===== config.mk =====
export PLATFORM = sky130hd
export DESIGN_NAME = gnms_window
export DESIGN_NICKNAME = d
export VERILOG_FILES = /design/src/hw/rtl/gnms_pkg.sv /design/src/hw/rtl/gnms_window.sv
export SDC_FILE = /design/constraint.sdc
export NUM_CORES = 1
export LEC_CHECK = 0
export ABC_AREA = 1
export ABC_CLOCK_PERIOD_IN_PS = 4700
export BUFFER_PORTS_ARGS = -buffer_cell sky130_fd_sc_hd__buf_4
export CAP_MARGIN = 40
export CORE_MARGIN = 3
export CORE_UTILIZATION = 59
export CTS_BUF_LIST = sky130_fd_sc_hd__clkbuf_16
export DETAILED_ROUTE_END_ITERATION = 10
export PLACE_DENSITY = 0.82
export SLEW_MARGIN = 20
export SYNTH_ARGS = -nofsm -noshare
export SYNTH_HDL_FRONTEND = slang
export SYNTH_SLANG_ARGS = --single-unit

===== constraint.sdc =====
create_clock -name clk -period 4.7 [get_ports clk]
set_input_delay 0.705 -clock clk [delete_from_list [all_inputs] [get_ports clk]]
set_output_delay 0.705 -clock clk [all_outputs]
set_load 0.03 [all_outputs]

===== src/hw/rtl/gnms_pkg.sv =====
// Shared constants and types of the gradient non-maximum suppression block.
`default_nettype none

package gnms_pkg;

    // Line buffer depth default and fixed field widths
    localparam int MAX_WIDTH_DEF   = 1024;
    localparam int MAG_BITS        = 16;
    localparam int DIR_BITS        = 9;
    localparam int CFG_BITS        = 11;
    localparam int CFG_INDEX_BITS  = 1;
    localparam int ROW_BITS        = 11;
    localparam int IN_TDATA_BITS   = 32;
    localparam int OUT_TDATA_BITS  = 16;
    localparam int OUT_DEPTH       = 4;
    localparam int OUT_LEVEL_BITS  = $clog2(OUT_DEPTH + 1);

    // Register reset values and limits
    localparam logic [CFG_BITS-1:0] WIDTH_RESET  = CFG_BITS'(640);
    localparam logic [CFG_BITS-1:0] HEIGHT_RESET = CFG_BITS'(480);
    localparam logic [CFG_BITS-1:0] HEIGHT_LIMIT = CFG_BITS'(1024);

    // Configuration register indexes
    typedef enum logic [CFG_INDEX_BITS-1:0] {
        REG_IMAGE_WIDTH  = 1'b0,
        REG_IMAGE_HEIGHT = 1'b1
    } cfg_index_t;

    // Item handed from the position stage to the window stage
    typedef struct packed {
        logic                valid;
        logic                emit;
        logic                last;
        logic                top_ok;
        logic                bot_ok;
        logic                left_ok;
        logic                right_ok;
        logic [MAG_BITS-1:0] mag;
        logic [DIR_BITS-1:0] dir;
    } stage_t;

endpackage

`default_nettype wire


===== src/hw/rtl/gnms_window.sv =====
// Window stage: 3x3 magnitude window, angle sector and the maximum test.
`default_nettype none

module gnms_window (
    input  wire logic                           clk,
    input  wire logic                           rst_n,
    input  wire gnms_pkg::stage_t               stage,
    input  wire logic [gnms_pkg::MAG_BITS-1:0]  rd_up,
    input  wire logic [gnms_pkg::MAG_BITS-1:0]  rd_mid,
    input  wire logic [gnms_pkg::DIR_BITS-1:0]  rd_dir,
    output logic                                push,
    output logic      [gnms_pkg::MAG_BITS-1:0]  push_data,
    output logic                                push_last
);

    import gnms_pkg::*;

    localparam logic [DIR_BITS-1:0] DIR_WRAP  = DIR_BITS'(360);
    localparam logic [DIR_BITS-1:0] DIR_22_5  = DIR_BITS'(45);
    localparam logic [DIR_BITS-1:0] DIR_67_5  = DIR_BITS'(135);
    localparam logic [DIR_BITS-1:0] DIR_112_5 = DIR_BITS'(225);
    localparam logic [DIR_BITS-1:0] DIR_157_5 = DIR_BITS'(315);

    typedef enum logic [1:0] {
        SECTOR_H,
        SECTOR_D45,
        SECTOR_V,
        SECTOR_D135
    } sector_t;

    logic [MAG_BITS-1:0] win_reg [9];
    logic [MAG_BITS-1:0] win_next [9];
    logic [DIR_BITS-1:0] hold_reg;
    logic [DIR_BITS-1:0] ang;
    sector_t             sector;
    logic [MAG_BITS-1:0] fwd_n;
    logic [MAG_BITS-1:0] bwd_n;
    logic [MAG_BITS-1:0] centre;

    // Shift the window left and take the new column
    always_comb
    begin
        win_next[0] = win_reg[1];
        win_next[1] = win_reg[2];
        win_next[2] = rd_up;
        win_next[3] = win_reg[4];
        win_next[4] = win_reg[5];
        win_next[5] = rd_mid;
        win_next[6] = win_reg[7];
        win_next[7] = win_reg[8];
        win_next[8] = stage.mag;
    end

    // Quantise the centre angle into a sector
    always_comb
    begin
        ang = (hold_reg >= DIR_WRAP) ? hold_reg - DIR_WRAP : hold_reg;
        if (ang < DIR_22_5 || ang >= DIR_157_5)
        begin
            sector = SECTOR_H;
        end
        else if (ang < DIR_67_5)
        begin
            sector = SECTOR_D45;
        end
        else if (ang < DIR_112_5)
        begin
            sector = SECTOR_V;
        end
        else
        begin
            sector = SECTOR_D135;
        end
    end

    // Pick the two neighbours along the gradient; outside the image reads zero
    always_comb
    begin
        case (sector)
            SECTOR_H:
            begin
                fwd_n = stage.left_ok  ? win_next[3] : '0;
                bwd_n = stage.right_ok ? win_next[5] : '0;
            end
            SECTOR_D45:
            begin
                fwd_n = (stage.top_ok && stage.right_ok) ? win_next[2] : '0;
                bwd_n = (stage.bot_ok && stage.left_ok)  ? win_next[6] : '0;
            end
            SECTOR_V:
            begin
                fwd_n = stage.top_ok ? win_next[1] : '0;
                bwd_n = stage.bot_ok ? win_next[7] : '0;
            end
            default:
            begin
                fwd_n = (stage.top_ok && stage.left_ok)  ? win_next[0] : '0;
                bwd_n = (stage.bot_ok && stage.right_ok) ? win_next[8] : '0;
            end
        endcase
        centre    = win_next[4];
        push      = stage.valid && stage.emit;
        push_data = (centre >= fwd_n && centre >= bwd_n) ? centre : '0;
        push_last = stage.last;
    end

    // Hold the window and the delayed centre angle
    always_ff @(posedge clk or negedge rst_n)
    begin
        if (!rst_n)
        begin
            for (int i = 0; i < 9; i++)
            begin
                win_reg[i] <= '0;
            end
            hold_reg <= '0;
        end
        else if (stage.valid)
        begin
            for (int i = 0; i < 9; i++)
            begin
                win_reg[i] <= win_next[i];
            end
            hold_reg <= rd_dir;
        end
    end

endmodule

`default_nettype wire


* Yosys cells after proc, flatten, opt, wreduce, memory -nomap -nowiden *
Cells that the tools add are included.

word-level totals
  output and inout port bits = 18
  bits in registers = 105
  bits of input ports = 75

cells by class
  magnitude comparators = 7
  equal/unequal tests = 2
  add/subtract/negate cells = 1
  reduce and logical (&&, ||, !) cells = 8
  multiplexer cells = 15

operators with widths
  kind                 count
  $mux 16              9
  $pmux 16 s3          2
  $ge 16x16->1         2
  $ge 9x9->1 const B   2
  $lt 9x8->1 const B   2
  $lt 9x6->1 const B   1
  $mux 9               1
  $sub 9x9->9 const B  1
  $logic_and 1x1->1    6
  $mux 2               2
  $eq 2x1->1 const B   1
  $eq 2x2->1 const B   1
  $logic_not 2->1      1
  $logic_or 1x1->1     1
  $mux 1               1

* Depth between registers and ports, before layout *
Gate-level depths: netlist (run 1).

  depth after elaboration = 11
  depth in mapped cells = 31

* Worst setup path before layout (run 1) *
Ideal clock, no wire load.

  path type = reg2out
  start = reg hold_reg[3]
  end = out push_data[10] (netlist name)
  path slack = 373 ps
  required time = 3995 ps
  arrival time = 3622 ps
  buffers on the path = 2
  cell stages (with the launch flop) = 29
  cell sequence = dfrtp_1 inv_1 ha_1 nor2_1 nor2_2 nand3_1 nand2_1 inv_1 a21oi_2 nand2_4 nand2_4 buf_4 nor3_1 nor2_1 nand2_1 ha_1 inv_1 nand2_1 a21oi_1 o21ai_0 nand3_1 nand2_1 nand3_1 nand2_1 nand2_1 a21oi_1 o21ai_1 clkbuf_1 nor2_1

on the way
  cells in the longest elaborated chain, start to end = 11
  elaborated cells on any way between the ends = 20
  those cells by class = 1 x add/sub; 7 x order compare; 2 x eq/ne; 7 x mux; 3 x reduce/logical

RTL lines
  element                                           line                text
  start, declared                                   gnms_window.sv:33   logic [DIR_BITS-1:0] hold_reg;
  start signal, assigned                            gnms_window.sv:124  hold_reg <= rd_dir;
  $sub 9x9->9 / $ge 9x9->1 (equally long branches)  gnms_window.sv:57   ang = (hold_reg >= DIR_WRAP) ? hold_reg - DIR_WRAP : hold_reg;
  $mux 9 *                                          gnms_window.sv:57
  $lt 9x8->1                                        gnms_window.sv:66   else if (ang < DIR_112_5)
  $mux 1                                            gnms_window.sv:66
  $mux 2                                            gnms_window.sv:62   else if (ang < DIR_67_5)
  $mux 2 *                                          gnms_window.sv:58   if (ang < DIR_22_5 || ang >= DIR_157_5)
  $eq 2x2->1, or another cell as far along          gnms_window.sv:79   case (sector)
  $pmux 16 s3                                       gnms_window.sv:79
  $ge 16x16->1                                      gnms_window.sv:103  push_data = (centre >= fwd_n && centre >= bwd_n) ? centre : '0;
  $logic_and 1x1->1 *                               gnms_window.sv:103
  $mux 16 *                                         gnms_window.sv:103
  end, declared                                     gnms_window.sv:12   output logic [gnms_pkg::MAG_BITS-1:0] push_data,

Every way passes the cells marked *; elsewhere a longest branch is shown, timed or not.

* Worst setup path in the final report (run 1) *
  start = reg hold_reg[6]
  end = out push_data[12] (netlist name)

Same word-level chain as after synthesis.

==> results of run 1 <==
## final cells by class
class	instances	area, sq um	area share
Clock buffer	9	225.2	0.02623
Clock inverter	7	115.1	0.01341
Inverter	114	432.9	0.05042
Multi-Input combinational cell	694	3875	0.4513
Sequential cell	105	2629	0.3061
Tap cell	140	175.2	0.02040
Timing Repair Buffer	129	1135	0.1322
## cell families (layout without fill, tap and decap cells)
kind of cell | count (synthesis) | after routing | share of synthesized area
adder cells (fa/ha/maj) | 33 | 33 | 0.06099
AO/OA/AOI/OAI | 156 | 156 | 0.1172
flip-flops | 105 | 105 | 0.3881
XOR/XNOR | 1 | 1 | 0.001294
multiplexers | 16 | 16 | 0.02661
buffers and inverters | 165 | 259 | 0.09998
AND/OR/NAND/NOR | 487 | 488 | 0.3059
## layer usage
| metal | vias up | GRT usage |
|---|---|---|
| li1 | 3252 | - |
| met1 | 3219 | 0.3817 |
| met2 | 370 | 0.4629 |
| met3 | 72 | 0.04492 |
| met4 | 0 | 0.09455 |
| met5 | - | 0 |
## cell usage after synthesis (5+ instances only)
master / count
a21oi_1: 82
buf_2: 10
buf_4: 6
clkbuf_1: 31
dfrtp_1: 105
ha_1: 33
inv_1: 110
mux2_2: 16
nand2_1: 238
nand2_2: 5
nand3_1: 54
nand3b_1: 7
nand4_1: 20
nor2_1: 144
nor3_1: 5
o21ai_0: 69
## through the flow
stage | hold WS [ns] | instances | utilization | area, sq um
detailed placement | 0.4934 | 1153 | 0.6790 | 7490
finish | 0.2312 | 1198 | 0.7785 | 8587
CTS | 0.2466 | 1177 | 0.7208 | 7951
global route | 0.2529 | 1198 | 0.7785 | 8587
floorplan | 0.4094 | 963 | - | 6770
global placement | 0.4826 | 1152 | 0.6765 | 7462
## how the worst max path moves through the flow
stage	cells after the start	slack, ns	end	startpoint
after global routing	28	-0.45	push_data[2]	hold_reg[7]$_DFFE_PN0P_
after floorplan	28	0.37	push_data[10]	hold_reg[3]$_DFFE_PN0P_
after CTS	24	0.02	push_data[9]	hold_reg[5]$_DFFE_PN0P_
after detailed placement	28	0.14	push_data[9]	hold_reg[3]$_DFFE_PN0P_
final	27	-0.24	push_data[12]	hold_reg[6]$_DFFE_PN0P_
after global placement	26	0.20	push_data[0]	hold_reg[4]$_DFFE_PN0P_
## power by group
part | total (mW) | switching (mW) | leakage (nW) | internal, mW
sequential | 1.06 | 0.0657 | 1.24 | 0.996
combinational | 1.45 | 0.874 | 2.91 | 0.572
clock | 0.870 | 0.349 | 0.166 | 0.521
total | 3.38 | 1.29 | 4.32 | 2.09
## timing repair
item | CTS | global route
gates cloned | 0 | 4
resized for setup | 12 | 100
setup buffers | 8 | 16
endpoints found under the setup margin | 16 | 16
pin swaps | 5 | 39
==> impl_metrics.env, run 1 <==
export IMPL_routed_top_layer="met4"
export IMPL_grt_max_degree=104
export IMPL_drc_errors=0
export IMPL_pre_cts_slack_ns=0.1429
export IMPL_routed_via_density=5.770
export IMPL_antenna_diode_count=0
export IMPL_fraction_of_the_cycle_the_final_worst_path_needs=1.052
export IMPL_peak_per_stage_delay_on_the_critical_path_ns=0.50
export IMPL_detailedPlacementHpwl_um=12210
export IMPL_netlist_area_sq_mm=0.006770
export IMPL_route_detailed_wl_per_inst_um=16.80
export IMPL_met1Wirelength_um=8042
export IMPL_gr_usage_all_layers=0.2817
export IMPL_violated_checks="setup timing"
export IMPL_fmax_mhz=202.3
export IMPL_cts_buffer_depth=2
export IMPL_final_cell_mix="224 x nand2_1, 130 x nor2_1, 106 x inv_1"
export IMPL_synth_area_leaders="dfrtp_1 39%, nand2_1 13%, nor2_1 8.0%"
export IMPL_dr_first_iter_drc_count=723
export IMPL_hold_vio_cnt_final=0
export IMPL_fin_skew_ns=0.004798
export IMPL_cap_violations=0
export IMPL_cts_clk_slew_worst_paths_ns=0.07
export IMPL_number_of_flip_flops_under_the_largest_register_name=80
export IMPL_ys_dominant_reg_cell="dfrtp_1"
export IMPL_floorplan_io_pins=93
export IMPL_p_per_area_mw_per_mm2=393.5
export IMPL_final_critical_path_setup_slack_ns=-0.2441
export IMPL_fillCellCount=764
export IMPL_post_synth_inst_count=963
export IMPL_share_of_final_layout_standard_cells_stronger_than_drive_strength_1=0.2353
export IMPL_slew_headroom=0.6306
export IMPL_worstPathArrival_ns=4.24
export IMPL_timing_critical_path_slowest_stage_cell="dfrtp_1"
export IMPL_worst_setup_path_end_kind="primary output"
export IMPL_report_final_setup_viol=16
export IMPL_vias=6913
export IMPL_area_growth_synth_to_final_pct=26.83
export IMPL_critical_path_required_time_ns=3.99
export IMPL_grt_setup_unrepaired="yes"
export IMPL_tightest_pin_transition_ns=0.5528
export IMPL_synth_largest_area_cell="dfrtp_1"
export IMPL_worst_ir_drop_vdd_uv=334.0
export IMPL_yosys_register_bits=105
export IMPL_tritoncts="yes"
export IMPL_clock_latency_of_the_later_clocked_register_in_the_worst_skew_pair_ns=0.35
export IMPL_worst_r2r_endpoint="centre[5]$_DFFE_PN0P_"
export IMPL_timing_worst_setup_path_type="reg -> out"
export IMPL_critical_path_reg2reg_startpoint="centre[5]$_DFFE_PN0P_"
export IMPL_postSynthNetCount=1071
export IMPL_cp_max_fo=7
export IMPL_finalWorstPathRequiredPeriod_ns=4.944
export IMPL_final_nets=1161
export IMPL_timing_max_transition_violations_final=0
export IMPL_post_cts_hold_buffer_count=0
export IMPL_timing_critical_path_mode_cell="nand2_1"
export IMPL_path_buf_inv=4
export IMPL_synth_warnings=0
export IMPL_core_area_sq_mm=0.01103
export IMPL_die_area_sq_mm=0.01280
export IMPL_cts_num_sinks=105
export IMPL_final_antenna_net_count=0
export IMPL_grt_antenna_before_repair=0
export IMPL_drt_pass1_iter_count=7
export IMPL_post_layout_total_power_mw=3.379
export IMPL_grt_overflow_total=0
export IMPL_clk_root_buffer_cell="clkbuf_16"
export IMPL_floorplan_die_height_um=113.1
export IMPL_outcome="finished with violations"
export IMPL_globalplace_congestion=0.8790
export IMPL_die_width_um=113.1
export IMPL_cp_startpoint_kind="flip-flop"
export IMPL_power_leakage_nw=4.318
export IMPL_numPortBuffers=81
export IMPL_grt_pass1_wl_um=29300
export IMPL_synth_edf_count=0
export IMPL_rows=38
export IMPL_cts_buffers_inserted=9
export IMPL_synth_seq_area_share=0.3881
export IMPL_initial_core_util=0.6138
export IMPL_asyncSetResetFlopFracSynth=1.000
export IMPL_ctsHtreeMaxLevel=3
export IMPL_timing_hold_worst_class="in -> async"
export IMPL_detailed_route_wl_um=20130
export IMPL_met3_wl_um=1573
export IMPL_setup_tns_ns=-3.495
export IMPL_ff2ff_path_depth=2
export IMPL_first_global_vias=6081
export IMPL_r2r_setup_slack_ns=3.79
export IMPL_syn_mean_instance_area_sq_um=7.030
export IMPL_synth_top_cell_area_share=0.3881
export IMPL_path_delay_family="simple AND/OR/NAND/NOR gates"
export IMPL_layout_commonest_cell="nand2_1"
export IMPL_met2_wirelength_um=9826
export IMPL_library_cells_used_by_synthesis=29
Note: power is estimated with default switching activity, not from simulation.
==> run 2: changes to the inputs <==
--- a/config.mk
+++ b/config.mk
@@ -16,2 +16,3 @@
 export PLACE_DENSITY = 0.82
+export SETUP_SLACK_MARGIN = 0.2
 export SLEW_MARGIN = 20
==> constraint.sdc (replaced) <==
create_clock -name clk -period 4.7 [get_ports clk]
set_input_delay 0.47 -clock clk [delete_from_list [all_inputs] [get_ports clk]]
set_output_delay 0.47 -clock clk [all_outputs]
set_load 0.03 [all_outputs]
==> run 2 against run 1 <==
  * The run still ends with setup timing left
  * First-iteration DRC count rose by 22%
  * Critical path depth grew 2
  * Cell count is 0.33% higher
  * Sequential share of layout area fell by 0.092 points
  * Sequential cell count unchanged
  * Clock-buffer cell count did not move
  * Combinational power is 3% higher
  * Total power shrank 2.1%
  * Critical endpoint unchanged
  * Largest power group unchanged
  * Highest routed layer unchanged
==> impl_metrics.env, run 2 (synthesis gave the netlist of run 1 again) <==
export IMPL_outcome="finished with violations"
export IMPL_violated_checks="setup timing"
export IMPL_timing_max_transition_violations_final=0
export IMPL_cp_max_fo=6
export IMPL_tightest_pin_transition_ns=0.7532
export IMPL_cap_violations=0
export IMPL_clock_latency_of_the_later_clocked_register_in_the_worst_skew_pair_ns=0.36
export IMPL_detailed_route_wl_um=21090
export IMPL_fmax_mhz=210.9
export IMPL_ctsHtreeMaxLevel=3
export IMPL_first_global_vias=6104
export IMPL_p_per_area_mw_per_mm2=383.8
export IMPL_initial_core_util=0.6138
export IMPL_path_delay_family="simple AND/OR/NAND/NOR gates"
export IMPL_area_growth_synth_to_final_pct=27.28
export IMPL_antenna_diode_count=0
export IMPL_report_final_setup_viol=12
export IMPL_vias=7065
export IMPL_final_antenna_net_count=0
export IMPL_grt_max_degree=116
export IMPL_routed_via_density=5.878
export IMPL_final_nets=1166
export IMPL_grt_pass1_wl_um=30210
export IMPL_grt_antenna_before_repair=0
export IMPL_hold_vio_cnt_final=0
export IMPL_finalWorstPathRequiredPeriod_ns=4.741
export IMPL_timing_hold_worst_class="in -> async"
export IMPL_floorplan_die_height_um=113.1
export IMPL_clk_root_buffer_cell="clkbuf_16"
export IMPL_timing_critical_path_mode_cell="nand2_1"
export IMPL_layout_commonest_cell="nand2_1"
export IMPL_power_leakage_nw=4.313
export IMPL_tritoncts="yes"
export IMPL_share_of_final_layout_standard_cells_stronger_than_drive_strength_1=0.2505
export IMPL_cts_buffers_inserted=9
export IMPL_worst_setup_path_end_kind="primary output"
export IMPL_floorplan_io_pins=93
export IMPL_numPortBuffers=81
export IMPL_number_of_flip_flops_under_the_largest_register_name=80
export IMPL_cts_num_sinks=105
export IMPL_post_layout_total_power_mw=3.308
export IMPL_final_critical_path_setup_slack_ns=-0.04094
export IMPL_path_buf_inv=7
export IMPL_fillCellCount=759
export IMPL_peak_per_stage_delay_on_the_critical_path_ns=0.40
export IMPL_fraction_of_the_cycle_the_final_worst_path_needs=1.009
export IMPL_core_area_sq_mm=0.01103
export IMPL_cts_buffer_depth=2
export IMPL_rows=38
export IMPL_dr_first_iter_drc_count=883
export IMPL_worst_ir_drop_vdd_uv=336.9
export IMPL_final_cell_mix="220 x nand2_1, 126 x nor2_1, 109 x inv_1"
export IMPL_fin_skew_ns=0.01050
export IMPL_cts_clk_slew_worst_paths_ns=0.07
export IMPL_drc_errors=0
export IMPL_route_detailed_wl_per_inst_um=17.55
export IMPL_pre_cts_slack_ns=0.2224
export IMPL_critical_path_required_time_ns=4.23
export IMPL_grt_overflow_total=0
export IMPL_detailedPlacementHpwl_um=12280
export IMPL_slew_headroom=0.4979
export IMPL_timing_worst_setup_path_type="reg -> out"
export IMPL_timing_critical_path_slowest_stage_cell="dfrtp_1"
export IMPL_worstPathArrival_ns=4.27
export IMPL_gr_usage_all_layers=0.2928
export IMPL_die_width_um=113.1
export IMPL_grt_setup_unrepaired="yes"
export IMPL_globalplace_congestion=0.9088
export IMPL_drt_pass1_iter_count=6
export IMPL_die_area_sq_mm=0.01280
export IMPL_cp_startpoint_kind="flip-flop"
run 2: cell types whose count changed in the layout (fill, tap and decap cells not counted), moves of 3 or more:
cell	previous run	this run
a21oi_1	77	73
a21oi_2	5	10
buf_4	105	108
inv_1	106	109
nand2_1	224	220
nand2_2	17	20
nor2_1	130	126
nor2_4	10	14
run 2: metal layers:
| metal | part of all wire | global-route usage | up-vias |
|---|---|---|---|
| li1 | - | - | 3264 |
| met5 | 0 | 0 | - |
| met3 | 0.092 | 0.04813 | 104 |
| met1 | 0.38 | 0.4035 | 3261 |
| met4 | 0.052 | 0.1002 | 0 |
| met2 | 0.48 | 0.4716 | 436 |
run 2: final cells by class:
class,count,area [sq um],share of cell area
clock buffers,9,225.2,0.02614
inverters,114,437.9,0.05082
flip-flops and latches,105,2630,0.3052
repair buffers,133,1144,0.1327
clock inverters,6,62.56,0.007260
multi-input cells,695,3943,0.4575
well taps,140,175.2,0.02033
run 2: worst paths after layout:
kind                                     startpoint                         to  slack (ns)  cells after the start
setup / recovery            hold_reg[4]$_DFFE_PN0P_              push_data[12]       -0.04                     29
setup reg to reg              centre[5]$_DFFE_PN0P_   win_next[85]$_DFFE_PN0P_        3.70                      2
min in group clk                           rd_up[6]  win_next[118]$_DFFE_PN0P_        0.33                      3
hold reg to reg            win_next[22]$_DFFE_PN0P_   win_next[38]$_DFFE_PN0P_        0.51                      2
hold / removal                                rst_n    hold_reg[3]$_DFFE_PN0P_        0.06                      1
max in group asynchronous                     rst_n   win_next[91]$_DFFE_PN0P_        3.55                      3
run 2: timing repair:
action	4_1_cts	5_1_grt
resized for setup	36	106
setup buffers	16	18
hold endpoints to repair	0	0
hold buffers	0	0
pin swaps	11	32
cloned	3	1
endpoints found under the setup margin	16	16
run 2: metrics by stage:
step / utilization / cell area [sq um] / instances / TNS, ns / hold slack [ns]
floorplan: - / 6770 / 963 / 0 / 0.1744
global placement: 0.6738 / 7432 / 1148 / 0 / 0.4809
detailed placement: 0.6756 / 7452 / 1149 / 0 / 0.4406
CTS: 0.7273 / 8023 / 1183 / 0 / 0.07380
global route: 0.7812 / 8617 / 1202 / -4.419 / 0.09175
finish: 0.7812 / 8617 / 1202 / -0.2944 / 0.05799
run 2: report_power, final:
part           switching, mW  total, mW  internal [mW]
Clock                  0.346      0.754          0.409
Combinational          0.900       1.49          0.589
Sequential            0.0681       1.06          0.997
Total                   1.31       3.31           1.99
