[config.mk]
export PLATFORM = sky130hd
export DESIGN_NAME = gnms_out_fifo
export DESIGN_NICKNAME = d
export VERILOG_FILES = /design/src/hw/rtl/gnms_pkg.sv /design/src/hw/rtl/gnms_out_fifo.sv
export SDC_FILE = /design/constraint.sdc
export NUM_CORES = 1
export LEC_CHECK = 0
export ABC_AREA = 1
export BUFFER_PORTS_ARGS = -buffer_cell sky130_fd_sc_hd__buf_2
export CAP_MARGIN = 20
export CORE_UTILIZATION = 35
export CTS_CLUSTER_DIAMETER = 60
export CTS_CLUSTER_SIZE = 24
export DETAILED_ROUTE_END_ITERATION = 10
export HOLD_SLACK_MARGIN = 0.05
export PLACE_DENSITY = 0.57
export SYNTH_ARGS = -nofsm -noshare
export SYNTH_HDL_FRONTEND = slang
export SYNTH_SLANG_ARGS = --single-unit
export TNS_END_PERCENT = 20
[constraint.sdc]
create_clock -name clk -period 2.15 [get_ports clk]
set_clock_uncertainty 0.05 [all_clocks]
set_input_delay 0.43 -clock clk [delete_from_list [all_inputs] [get_ports clk]]
set_output_delay 0.43 -clock clk [all_outputs]
set_load 0.02 [all_outputs]
[src/hw/rtl/gnms_pkg.sv]
// Shared constants and types of the gradient non-maximum suppression block.
`default_nettype none

package gnms_pkg;

    // Line buffer depth default and fixed field widths
    localparam int MAX_WIDTH_DEF   = 1024;
    localparam int MAG_BITS        = 16;
    localparam int DIR_BITS        = 9;
    localparam int CFG_BITS        = 11;
    localparam int CFG_INDEX_BITS  = 1;
    localparam int ROW_BITS        = 11;
    localparam int IN_TDATA_BITS   = 32;
    localparam int OUT_TDATA_BITS  = 16;
    localparam int OUT_DEPTH       = 4;
    localparam int OUT_LEVEL_BITS  = $clog2(OUT_DEPTH + 1);

    // Register reset values and limits
    localparam logic [CFG_BITS-1:0] WIDTH_RESET  = CFG_BITS'(640);
    localparam logic [CFG_BITS-1:0] HEIGHT_RESET = CFG_BITS'(480);
    localparam logic [CFG_BITS-1:0] HEIGHT_LIMIT = CFG_BITS'(1024);

    // Configuration register indexes
    typedef enum logic [CFG_INDEX_BITS-1:0] {
        REG_IMAGE_WIDTH  = 1'b0,
        REG_IMAGE_HEIGHT = 1'b1
    } cfg_index_t;

    // Item handed from the position stage to the window stage
    typedef struct packed {
        logic                valid;
        logic                emit;
        logic                last;
        logic                top_ok;
        logic                bot_ok;
        logic                left_ok;
        logic                right_ok;
        logic [MAG_BITS-1:0] mag;
        logic [DIR_BITS-1:0] dir;
    } stage_t;

endpackage

`default_nettype wire

[src/hw/rtl/gnms_out_fifo.sv]
// Result queue that parts the window stage from the output channel.
`default_nettype none

module gnms_out_fifo (
    input  wire logic                                 clk,
    input  wire logic                                 rst_n,
    input  wire logic                                 push,
    input  wire logic [gnms_pkg::MAG_BITS-1:0]        push_data,
    input  wire logic                                 push_last,
    input  wire logic                                 pop,
    output logic                                      out_valid,
    output logic      [gnms_pkg::MAG_BITS-1:0]        out_data,
    output logic                                      out_last,
    output logic      [gnms_pkg::OUT_LEVEL_BITS-1:0]  level
);

    import gnms_pkg::*;

    localparam int PW = $clog2(OUT_DEPTH);

    logic [MAG_BITS:0]       entry_reg [OUT_DEPTH];
    logic [PW-1:0]           wr_ptr_reg;
    logic [PW-1:0]           rd_ptr_reg;
    logic [OUT_LEVEL_BITS-1:0] count_reg;
    logic [OUT_LEVEL_BITS-1:0] count_next;

    // Store each pushed item
    always_ff @(posedge clk)
    begin
        if (push)
        begin
            entry_reg[wr_ptr_reg] <= {push_last, push_data};
        end
    end

    always_comb
    begin
        count_next = count_reg + OUT_LEVEL_BITS'(push) - OUT_LEVEL_BITS'(pop);
    end

    // Advance the pointers and the fill level
    always_ff @(posedge clk or negedge rst_n)
    begin
        if (!rst_n)
        begin
            wr_ptr_reg <= '0;
            rd_ptr_reg <= '0;
            count_reg  <= '0;
        end
        else
        begin
            if (push)
            begin
                wr_ptr_reg <= wr_ptr_reg + PW'(1);
            end
            if (pop)
            begin
                rd_ptr_reg <= rd_ptr_reg + PW'(1);
            end
            count_reg <= count_next;
        end
    end

    assign out_valid = count_reg != '0;
    assign out_data  = entry_reg[rd_ptr_reg][MAG_BITS-1:0];
    assign out_last  = entry_reg[rd_ptr_reg][MAG_BITS];
    assign level     = count_reg;

endmodule

`default_nettype wire

### Yosys cells after proc, flatten, opt, wreduce, memory -nomap -nowiden

Memory sizes are Yosys's and may differ from the RTL's.
Index checks and enable logic that the tools add are counted.

* register bits: 7
* bits in writable memories: 68
* bits of input ports: 21
* output and inout port bits: 21
* word-level logic and storage cells: 11
* memories: 1

* add/subtract/negate cells: 4
* muxes and demuxes: 2
* reductions and logical operators: 1

Memory list
* entry_reg: depth 4, width 17, read ports 1, clocked after Yosys merged registers in 0, wr ports 1, line gnms_out_fifo.sv:21 `logic [MAG_BITS:0] entry_reg [OUT_DEPTH];`

Operators by type and width (count)
* $add 2x1->2 const B: 2
* $add 3x1->3: 1
* $reduce_bool 3->1: 1
* $sub 3x1->3: 1
* $mux 1: 2

### Longest topological paths before layout

Gate-level depths: netlist (run 1).

* depth in word-level cells: 2
* gate-level depth with buffers: 10
* depth with buffers taken out: 10

### Worst setup path before layout (run 1)

Ideal clock, no wire load.

* kind: register to register
* start: reg count_reg[0] (netlist: level[0])
* end: reg count_reg[2] (netlist: level[2])
* setup time: 0.117 ns
* arrival time: 1.583 ns
* required time: 1.983 ns
* path slack: 0.400 ns
* cell stages (with the launch flop): 10
* path buffers: 0
* clock period less this slack: 1.750 ns
* cell sequence: dfrtp_1 inv_1 ha_1 inv_1 ha_1 fa_1 inv_1 nand2_1 nand3_1 nand2_1

* word-level cells in the longest chain between the ends: 2

Ends and longest elaborated chain
* start: declaration: line gnms_out_fifo.sv:24 `logic [OUT_LEVEL_BITS-1:0] count_reg;`
* start signal: assignment: line gnms_out_fifo.sv:60 `count_reg <= count_next;`
* $add 3x1->3: line gnms_out_fifo.sv:38 `count_next = count_reg + OUT_LEVEL_BITS'(push) - OUT_LEVEL_BITS'(pop);`
* $sub 3x1->3: line gnms_out_fifo.sv:38
* net count_next[2]: line gnms_out_fifo.sv:25 `logic [OUT_LEVEL_BITS-1:0] count_next;`

The timed path passes the listed nets, and every way through them passes these cells.
A chain may end at the register's enable or synchronous reset.

### Worst setup path in the final report (run 1)

* start: reg rd_ptr_reg[0]
* end: out out_data[15] (netlist bit)

* word-level cells in the longest chain between the ends: 1

Ends and longest elaborated chain
* start: declaration: line gnms_out_fifo.sv:23 `logic [PW-1:0] rd_ptr_reg;`
* start signal: assignment: line gnms_out_fifo.sv:58 `rd_ptr_reg <= rd_ptr_reg + PW'(1);`
* $mem_v2 4x17
* end: declaration: line gnms_out_fifo.sv:12 `output logic [gnms_pkg::MAG_BITS-1:0] out_data,`

No other way between the ends.

==> impl_metrics.py, run 1 <==
metrics = {
    "yosys": {
        "synth_edf_count": 68,
        "async_reset_ff_frac": 0.0933,
        "synth-seq-area-share": 0.674,
        "yosys-top-cells-count": "nand2_1, inv_1, edfxtp_1",
        "synth_cell_type_count": 15,
        "avgSynthCellArea_um2": 10.6,
        "syn_nets": 339,
        "synth_flop_cell": "edfxtp_1",
        "ys_top_cells_by_area": "edfxtp_1, nand2_1, inv_1, nand3_1, dfrtp_1",
        "synth.most_common_cell": "nand2_1",
        "synth_cells": 311,
        "yosysTopAreaCell": "edfxtp_1",
        "synth_top_area_frac": 0.620,
        "synth-seq-cells": 75,
        "synth_warnings": 0,
        "netlist_area_mm2": 0.00329,
    },
    "cells_and_area": {
        "largest_reg_flops": 68,
        "fin_area_mm2": 0.00381,
        "diodes": 0,
        "nNetsFinal": 389,
        "syn_to_final_growth_pct": 15.7,
        "drive_above_1_share": 0.183,
        "fin_util": 0.414,
    },
    "floorplan": {
        "die_h_um": 99.0,
        "io_pins": 42,
        "rows": 35,
        "start_util": 0.358,
        "die_area_mm2": 0.00980,
        "coreArea_mm2": 0.00920,
        "die_w_um": 99.0,
    },
    "global_routing": {
        "met1_usage": 0.154,
        "gr-usage-all-layers": 0.132,
        "antenna_found_initial": 0,
        "grt_remaining_overflow": 0,
        "met2_usage": 0.227,
        "grtUsageMet3": 0.0348,
        "busiest_layer": "met2",
        "grt_pass1_vias": 2044,
        "grt_pass1_wl_mm": 9.69,
        "grt_max_degree": 35,
    },
    "placed_design": {
        "port_buffers": 41,
        "place_congestion": 0.797,
        "hpwl_mm": 3.80,
        "dpl_cell_area_mm2": 0.00360,
    },
    "sta": {
        "timing.hold.ws_ps": 246,
        "final-setup-viol-count": 0,
        "tns_ps": 0,
        "rsz0062_at_grt": "no",
        "slew_viol_final": 0,
        "post-route-period-util": 0.910,
        "max_freq_mhz": 511,
        "max_slew.worst_pin.slew_ps": 350,
        "finalCriticalPeriod_ps": 1960,
        "finalHoldViolCount": 0,
        "maxSlewHeadroom": 0.766,
    },
    "power_and_ir_drop": {
        "leakagePower_nw": 1.84,
        "finalPower_mw": 5.13,
        "ir_drop_v": 0.000404,
        "p_per_area_mw_per_mm2": 1350,
    },
    "detailed_routing": {
        "drt_iter0_drc": 75,
        "drtPass1Iterations": 4,
        "wl_per_cell_um": 12.3,
        "vias_per_cell": 4.29,
        "postRouteAntennaNets": 0,
        "wl_mm": 5.88,
        "drc": 0,
        "dr_total_vias": 2047,
    },
    "cts": {
        "root_buffer": "clkbuf_8",
        "cts.sinks": 75,
        "clk_pin_slew_ps": 80,
        "max-clock-path-buffers": 2,
        "cts_made_buffers": 9,
        "clk_latency_ps": 340,
        "cts_tree": "yes",
        "htree_levels": 3,
    },
    "worst_setup_path": {
        "worstPathRequired_ps": 1670,
        "cp_max_fo": 34,
        "worstSetupStartpointType": "flop",
        "crit_path_end_kind": "primary output",
        "arrival_ps": 1480,
        "crit_type": "reg -> out",
    },
    "run_status": {
        "status": "completed",
    },
    "flow_run": {
        "max_cap_viol_count": 0,
    },
    "worst_hold_path": {
        "min_path_type": "in -> reg",
    },
}
-- area by class of cell --
type / count / area [um2]
fill: 887 / 5390
sequential: 75 / 2220
multi-input combinational: 143 / 667
inverter: 82 / 315
timing repair buffer: 50 / 275
tap: 111 / 139
clock buffer: 10 / 128
clock inverter: 6 / 65.1
-- where the power goes --
part           switching (mW)  internal (mW)  total, mW  leakage [nW]
Combinational            1.37          0.637       2.01          1.04
Sequential              0.149           1.93       2.08         0.706
Clock                   0.509          0.538       1.05        0.0966
Total                    2.03           3.10       5.13          1.84
-- what timing repair did --
item                       4_1_cts  5_1_grt
setup endpoints to repair        0       15
setup buffers                    0        0
gates resized for setup          0        1
hold buffers                     1        0
hold endpoints to repair         7        0
-- metal layers --
layer / vias up / wire [um]
met5: - / 0
met4: 0 / 59
met3: 6 / 238
met2: 40 / 3010
met1: 949 / 2570
li1: 1052 / -
-- through the flow --
step	setup slack, ps	instances
floorplan	400	311
global placement	339	460
detailed placement	300	460
CTS	2.11	477
global route	46.4	477
finish	193	477
-- cells by family after synthesis --
kind of cell | Yosys count | share of synthesized area
buf+inv | 93 | 0.124
flops | 75 | 0.674
fa+ha+maj | 7 | 0.0289
xor+xnor | 3 | 0.00798
simple gates | 132 | 0.164
compound gates | 1 | 0.00152
-- worst paths after layout --
path	start	to	slack [ps]	cells past startpoint
hold / removal	push_data[11]	entry_reg[1][11]	250	1
setup / recovery	rd_ptr_reg[0]	out_data[15]	190	5
setup reg to reg	level[0]	level[2]	490	9
max in group asynchronous	rst_n	rd_ptr_reg[1]	1480	2
hold reg to reg	level[1]	level[2]	480	2
min in group asynchronous	rst_n	level[1]	390	2
-- worst max-delay path, stage by stage, from the launching register on --
cell and delay (ps):
dfrtp_1 430, inv_4 300, nand2_1 90, nand3_1 80
nand2_1 70, buf_2 160
-- placed cells by master, fill, tap and decap left out, types with 2 or more instances in the layout --
cell,instances
nand2_1,96
inv_1,80
edfxtp_1,68
buf_2,41
nand3_1,36
clkbuf_8,9
buf_4,8
ha_1,6
dfrtp_1,6
xor2_1,3
inv_6,2
clkinv_2,2
Power figures use the tool's default switching activity.
==> inputs of run 2 (changes only) <==
--- a/config.mk
+++ b/config.mk
@@ -13,6 +13,7 @@
 export CTS_CLUSTER_SIZE = 24
 export DETAILED_ROUTE_END_ITERATION = 10
 export HOLD_SLACK_MARGIN = 0.05
+export MAX_ROUTING_LAYER = met4
 export PLACE_DENSITY = 0.57
 export SYNTH_ARGS = -nofsm -noshare
 export SYNTH_HDL_FRONTEND = slang
==> run 2 against run 1 <==
Against the previous run:
- global-route usage increased by 0.43 points
- hold slack improved by 2.5 ps
- fmax up 0.29%
- sequential power about the same
- first-iteration DRC count fell by 12%
- critical endpoint is now out_data[4]
- sequential share of layout area unchanged
- register-to-register slack about the same
- clock-buffer cell count is the same
- sequential cell count unchanged
- combinational power hardly changed
==> impl_metrics.py, run 2 (synthesis gave the netlist of run 1 again) <==
metrics = {
    "power_and_ir_drop": {
        "clockPowerShare": 0.204,
        "p_switching_mw": 2.03,
        "ir_drop_v": 0.000405,
        "intPower_mw": 3.10,
        "p_seq_frac": 0.404,
        "p_per_area_mw_per_mm2": 1350,
        "finalPower_mw": 5.14,
        "leakagePower_nw": 1.84,
        "combinationalPowerShare": 0.391,
        "power.share.switching": 0.396,
    },
    "floorplan": {
        "die_area_mm2": 0.00980,
        "coreArea_mm2": 0.00920,
        "io_pins": 42,
        "die_h_um": 99.0,
        "rows": 35,
        "die_w_um": 99.0,
        "start_util": 0.358,
    },
    "cells_and_area": {
        "layout_commonest_cell": "nand2_1",
        "mostFrequentLayoutCells": "nand2_1, inv_1, edfxtp_1",
        "largest_reg_flops": 68,
        "syn_to_final_growth_pct": 15.7,
        "nNetsFinal": 389,
        "diodes": 0,
        "drive_above_1_share": 0.183,
    },
    "detailed_routing": {
        "drc": 0,
        "postRouteAntennaNets": 0,
        "drtPass1Iterations": 4,
        "vias_per_cell": 4.32,
        "wl_mm": 5.92,
        "drt_iter0_drc": 66,
        "dr_total_vias": 2063,
        "wl_per_cell_um": 12.4,
    },
    "sta": {
        "post-route-period-util": 0.908,
        "slew_viol_final": 0,
        "maxSlewHeadroom": 0.769,
        "rsz0062_at_grt": "no",
        "fin_ws_ps": 199,
        "finalCriticalPeriod_ps": 1950,
        "tns_ps": 0,
        "final-setup-viol-count": 0,
        "timing.hold.ws_ps": 249,
        "max_freq_mhz": 512,
        "finalHoldViolCount": 0,
        "max_slew.worst_pin.slew_ps": 346,
    },
    "global_routing": {
        "grtUsageMet3": 0.0348,
        "grt_pass1_wl_mm": 9.69,
        "antenna_found_initial": 0,
        "grt_max_degree": 35,
        "grt_pass1_vias": 2040,
        "met1_usage": 0.155,
        "busiest_layer": "met2",
        "gr-usage-all-layers": 0.137,
        "met2_usage": 0.226,
        "grt_remaining_overflow": 0,
    },
    "placed_design": {
        "hpwl_mm": 3.80,
        "dp_slack_ps": 300,
        "place_congestion": 0.808,
        "port_buffers": 41,
    },
    "worst_setup_path": {
        "arrival_ps": 1470,
        "rr_worst_depth": 9,
        "cp_max_fo": 34,
        "r2r_slack_ps": 490,
        "worstPathRequired_ps": 1670,
        "worstSetupStartpointType": "flop",
        "crit_path_end_kind": "primary output",
        "crit_type": "reg -> out",
    },
    "cts": {
        "root_buffer": "clkbuf_8",
        "htree_levels": 3,
        "cts_tree": "yes",
        "cts.sinks": 75,
        "cts_made_buffers": 9,
        "clk_pin_slew_ps": 80,
        "max-clock-path-buffers": 2,
        "clk_latency_ps": 340,
        "postCtsSetupBuffers": 0,
    },
    "run_status": {
        "status": "completed",
    },
    "worst_hold_path": {
        "min_path_type": "in -> reg",
        "holdPathStages": 1,
    },
    "flow_run": {
        "max_cap_viol_count": 0,
    },
}
[run 2: final cells by class]
type / instances / area [um2]
fill: 887 / 5390
sequential: 75 / 2220
multi-input combinational: 143 / 667
inverter: 82 / 315
timing repair buffer: 50 / 275
tap: 111 / 139
clock buffer: 10 / 128
clock inverter: 6 / 65.1
[run 2: path summary, 6_finish.rpt]
path	startpoint	endpoint
worst max-delay path	rd_ptr_reg[0]	out_data[4]
worst min-delay path	push_data[11]	entry_reg[1][11]
worst max register to register	level[0]	level[2]
worst min register to register	level[1]	level[2]
max in group asynchronous	rst_n	rd_ptr_reg[1]
min in group asynchronous	rst_n	level[1]
[run 2: critical path, cell delays in order, from the launching register on]
cell and delay [ps]:
dfrtp_1 430, inv_4 290, nand2_1 90, nand3_1 80, nand2_1 80, buf_2 160
[run 2: routing by layer]
metal | part of all wire | vias up
met4 | 0.010 | 0
li1 | - | 1054
met1 | 0.43 | 962
met2 | 0.52 | 40
met3 | 0.040 | 7
met5 | 0 | -
[run 2: per-stage QoR]
| stage | std cells | area, um2 | utilization |
|---|---|---|---|
| after floorplan | 311 | 3290 | - |
| after global placement | 460 | 3600 | 0.392 |
| after detailed placement | 460 | 3600 | 0.392 |
| after CTS | 477 | 3810 | 0.414 |
| after global routing | 477 | 3810 | 0.414 |
| final | 477 | 3810 | 0.414 |
[run 2: power by group through the flow]
stage | registers, mW | logic [mW] | clock network (mW)
after global placement | 2.10 | 2.00 | 0
after detailed placement | 2.11 | 2.04 | 0
after floorplan | 2.07 | 1.48 | 0
after global routing | 2.11 | 2.28 | 1.12
after CTS | 2.08 | 2.05 | 1.07
final | 2.08 | 2.01 | 1.05
[run 2: timing repair]
action,CTS,global route
gates resized for setup,0,1
endpoints found under the setup margin,0,15
hold buffers,1,0
endpoints found under the hold margin,7,0
==> inputs of run 3 (changes only) <==
--- a/config.mk
+++ b/config.mk
@@ -8,13 +8,15 @@
 export ABC_AREA = 1
 export BUFFER_PORTS_ARGS = -buffer_cell sky130_fd_sc_hd__buf_2
 export CAP_MARGIN = 20
+export CELL_PAD_IN_SITES_DETAIL_PLACEMENT = 1
+export CELL_PAD_IN_SITES_GLOBAL_PLACEMENT = 2
 export CORE_UTILIZATION = 35
 export CTS_CLUSTER_DIAMETER = 60
 export CTS_CLUSTER_SIZE = 24
 export DETAILED_ROUTE_END_ITERATION = 10
 export HOLD_SLACK_MARGIN = 0.05
 export MAX_ROUTING_LAYER = met4
-export PLACE_DENSITY = 0.57
+export PLACE_DENSITY = 0.79
 export SYNTH_ARGS = -nofsm -noshare
 export SYNTH_HDL_FRONTEND = slang
 export SYNTH_SLANG_ARGS = --single-unit
==> run 3 against run 2 <==
Against the previous run:
- clock power rose by 14%
- sequential cell count is the same
- combinational power hardly changed
- hold slack improved by 3.3 ps
- worst setup slack worse by 58 ps
- wire length rose by 11%
- critical path depth unchanged
- fmax is 2.9% lower
- global-route usage up 1.6 points
==> impl_metrics.py, run 3 (synthesis gave the netlist of run 1 again) <==
metrics = {
    "power_and_ir_drop": {
        "ir_drop_v": 0.000524,
        "finalPower_mw": 5.31,
        "clockPowerShare": 0.225,
        "intPower_mw": 3.29,
        "p_per_area_mw_per_mm2": 1380,
        "combinationalPowerShare": 0.384,
        "power.share.switching": 0.382,
        "leakagePower_nw": 1.86,
        "p_seq_frac": 0.390,
        "p_switching_mw": 2.03,
    },
    "worst_setup_path": {
        "cp_max_fo": 14,
        "worstSetupStartpointType": "flop",
        "arrival_ps": 1530,
        "crit_top_cell": "nand2_1",
        "slowest_delay_ps": 520,
        "worstPathRequired_ps": 1670,
        "crit_path_end_kind": "primary output",
        "worstPathCellList": "buf_4 -> nand2_1 -> nand3_1 -> nand2_1 -> buf_2",
        "critical_path.slowest_cell": "dfrtp_1",
        "crit_type": "reg -> out",
    },
    "cells_and_area": {
        "seq_area_mm2": 0.00222,
        "fillers": 1076,
        "layout_commonest_cell": "nand2_1",
        "nNetsFinal": 389,
        "syn_to_final_growth_pct": 17.0,
        "drive_above_1_share": 0.180,
        "multi_input_area_um2": 667,
        "largest_reg_flops": 68,
        "mostFrequentLayoutCells": "nand2_1, inv_1, edfxtp_1",
    },
    "cts": {
        "htree_levels": 3,
        "cts.sinks": 75,
        "max-clock-path-buffers": 2,
        "postCtsSetupBuffers": 0,
        "cts_made_buffers": 9,
        "root_buffer": "clkbuf_8",
        "clk_latency_ps": 340,
        "cts_tree": "yes",
        "clk_pin_slew_ps": 70,
    },
    "global_routing": {
        "grt_remaining_overflow": 0,
        "grt_pass1_vias": 2214,
        "antenna_found_initial": 1,
        "gr-usage-all-layers": 0.152,
        "grt_max_degree": 35,
        "grt_pass1_wl_mm": 10.7,
    },
    "sta": {
        "max_slew.worst_pin.slew_ps": 392,
        "finalHoldViolCount": 0,
        "final-setup-viol-count": 0,
        "tns_ps": 0,
        "max_freq_mhz": 498,
        "rsz0062_at_grt": "no",
        "slew_viol_final": 0,
        "post-route-period-util": 0.935,
        "maxSlewHeadroom": 0.739,
        "finalCriticalPeriod_ps": 2010,
    },
    "detailed_routing": {
        "wl_mm": 6.54,
        "vias_per_cell": 4.40,
        "drtPass1Iterations": 4,
        "drt_iter0_drc": 54,
        "postRouteAntennaNets": 0,
        "wl_per_cell_um": 13.7,
        "dr_total_vias": 2103,
        "drc": 0,
    },
    "floorplan": {
        "start_util": 0.358,
        "io_pins": 42,
        "die_h_um": 99.0,
        "rows": 35,
        "coreArea_mm2": 0.00920,
        "die_area_mm2": 0.00980,
        "die_w_um": 99.0,
    },
    "worst_hold_path": {
        "min_path_type": "in -> reg",
    },
    "placed_design": {
        "port_buffers": 41,
        "place_congestion": 0.703,
        "hpwl_mm": 4.19,
    },
    "run_status": {
        "status": "completed",
    },
    "flow_run": {
        "max_cap_viol_count": 0,
    },
}
## run 3: metal layers
| metal | GRT usage | vias to the layer above | part of all wire |
|---|---|---|---|
| met5 | - | - | 0 |
| met4 | 0.0666 | 0 | 0.015 |
| met3 | 0.0362 | 8 | 0.035 |
| met2 | 0.265 | 28 | 0.52 |
| met1 | 0.165 | 1009 | 0.43 |
| li1 | - | 1058 | - |
## run 3: worst paths after layout
check / from / endpoint / slack, ps / cells past startpoint
min in group asynchronous: rst_n / level[2] / 390 / 2
max: rd_ptr_reg[0] / out_data[6] / 140 / 5
max reg2reg: level[0] / level[2] / 450 / 9
min reg2reg: wr_ptr_reg[0] / wr_ptr_reg[0] / 480 / 1
max in group asynchronous: rst_n / rd_ptr_reg[1] / 1490 / 2
min: push_data[7] / entry_reg[1][7] / 250 / 1
## run 3: repair_timing
action / 4_1_cts / 5_1_grt
setup endpoints to repair: 0 / 3
resized for setup: 0 / 2
hold endpoints to repair: 7 / 0
hold buffers: 1 / 0
## run 3: per-stage QoR
stage / hold WS [ps] / instances / instance area, um2 / setup WS, ps / util
after floorplan: 84.4 / 311 / 3290 / 400 / -
after global placement: 223 / 460 / 3600 / 342 / 0.392
after detailed placement: 230 / 460 / 3600 / 287 / 0.392
after CTS: 233 / 477 / 3840 / 56.7 / 0.418
after global routing: 237 / 478 / 3850 / 17.4 / 0.419
final: 252 / 478 / 3850 / 140 / 0.419
## run 3: layout make-up
type                    count  share of cell area
diodes                      1            0.000650
repair buffers             50              0.0725
clock inverters             4              0.0188
clock buffers              12              0.0403
well taps                 111              0.0361
inverters                  82              0.0825
multi-input cells         143               0.173
flip-flops and latches     75               0.576
## run 3: critical path: cells and delay by family, from the launching register on
kind          cells  cell delay [ps]
buf+inv           2              440
flops             1              520
simple gates      3              220
## run 3: power groups by stage
stage	Clock, mW	Combinational, mW	Sequential [mW]
floorplan	0	1.48	2.07
global placement	0	2.04	2.09
CTS	1.23	2.11	2.07
detailed placement	0	2.10	2.10
global route	1.28	2.32	2.11
finish	1.20	2.04	2.07
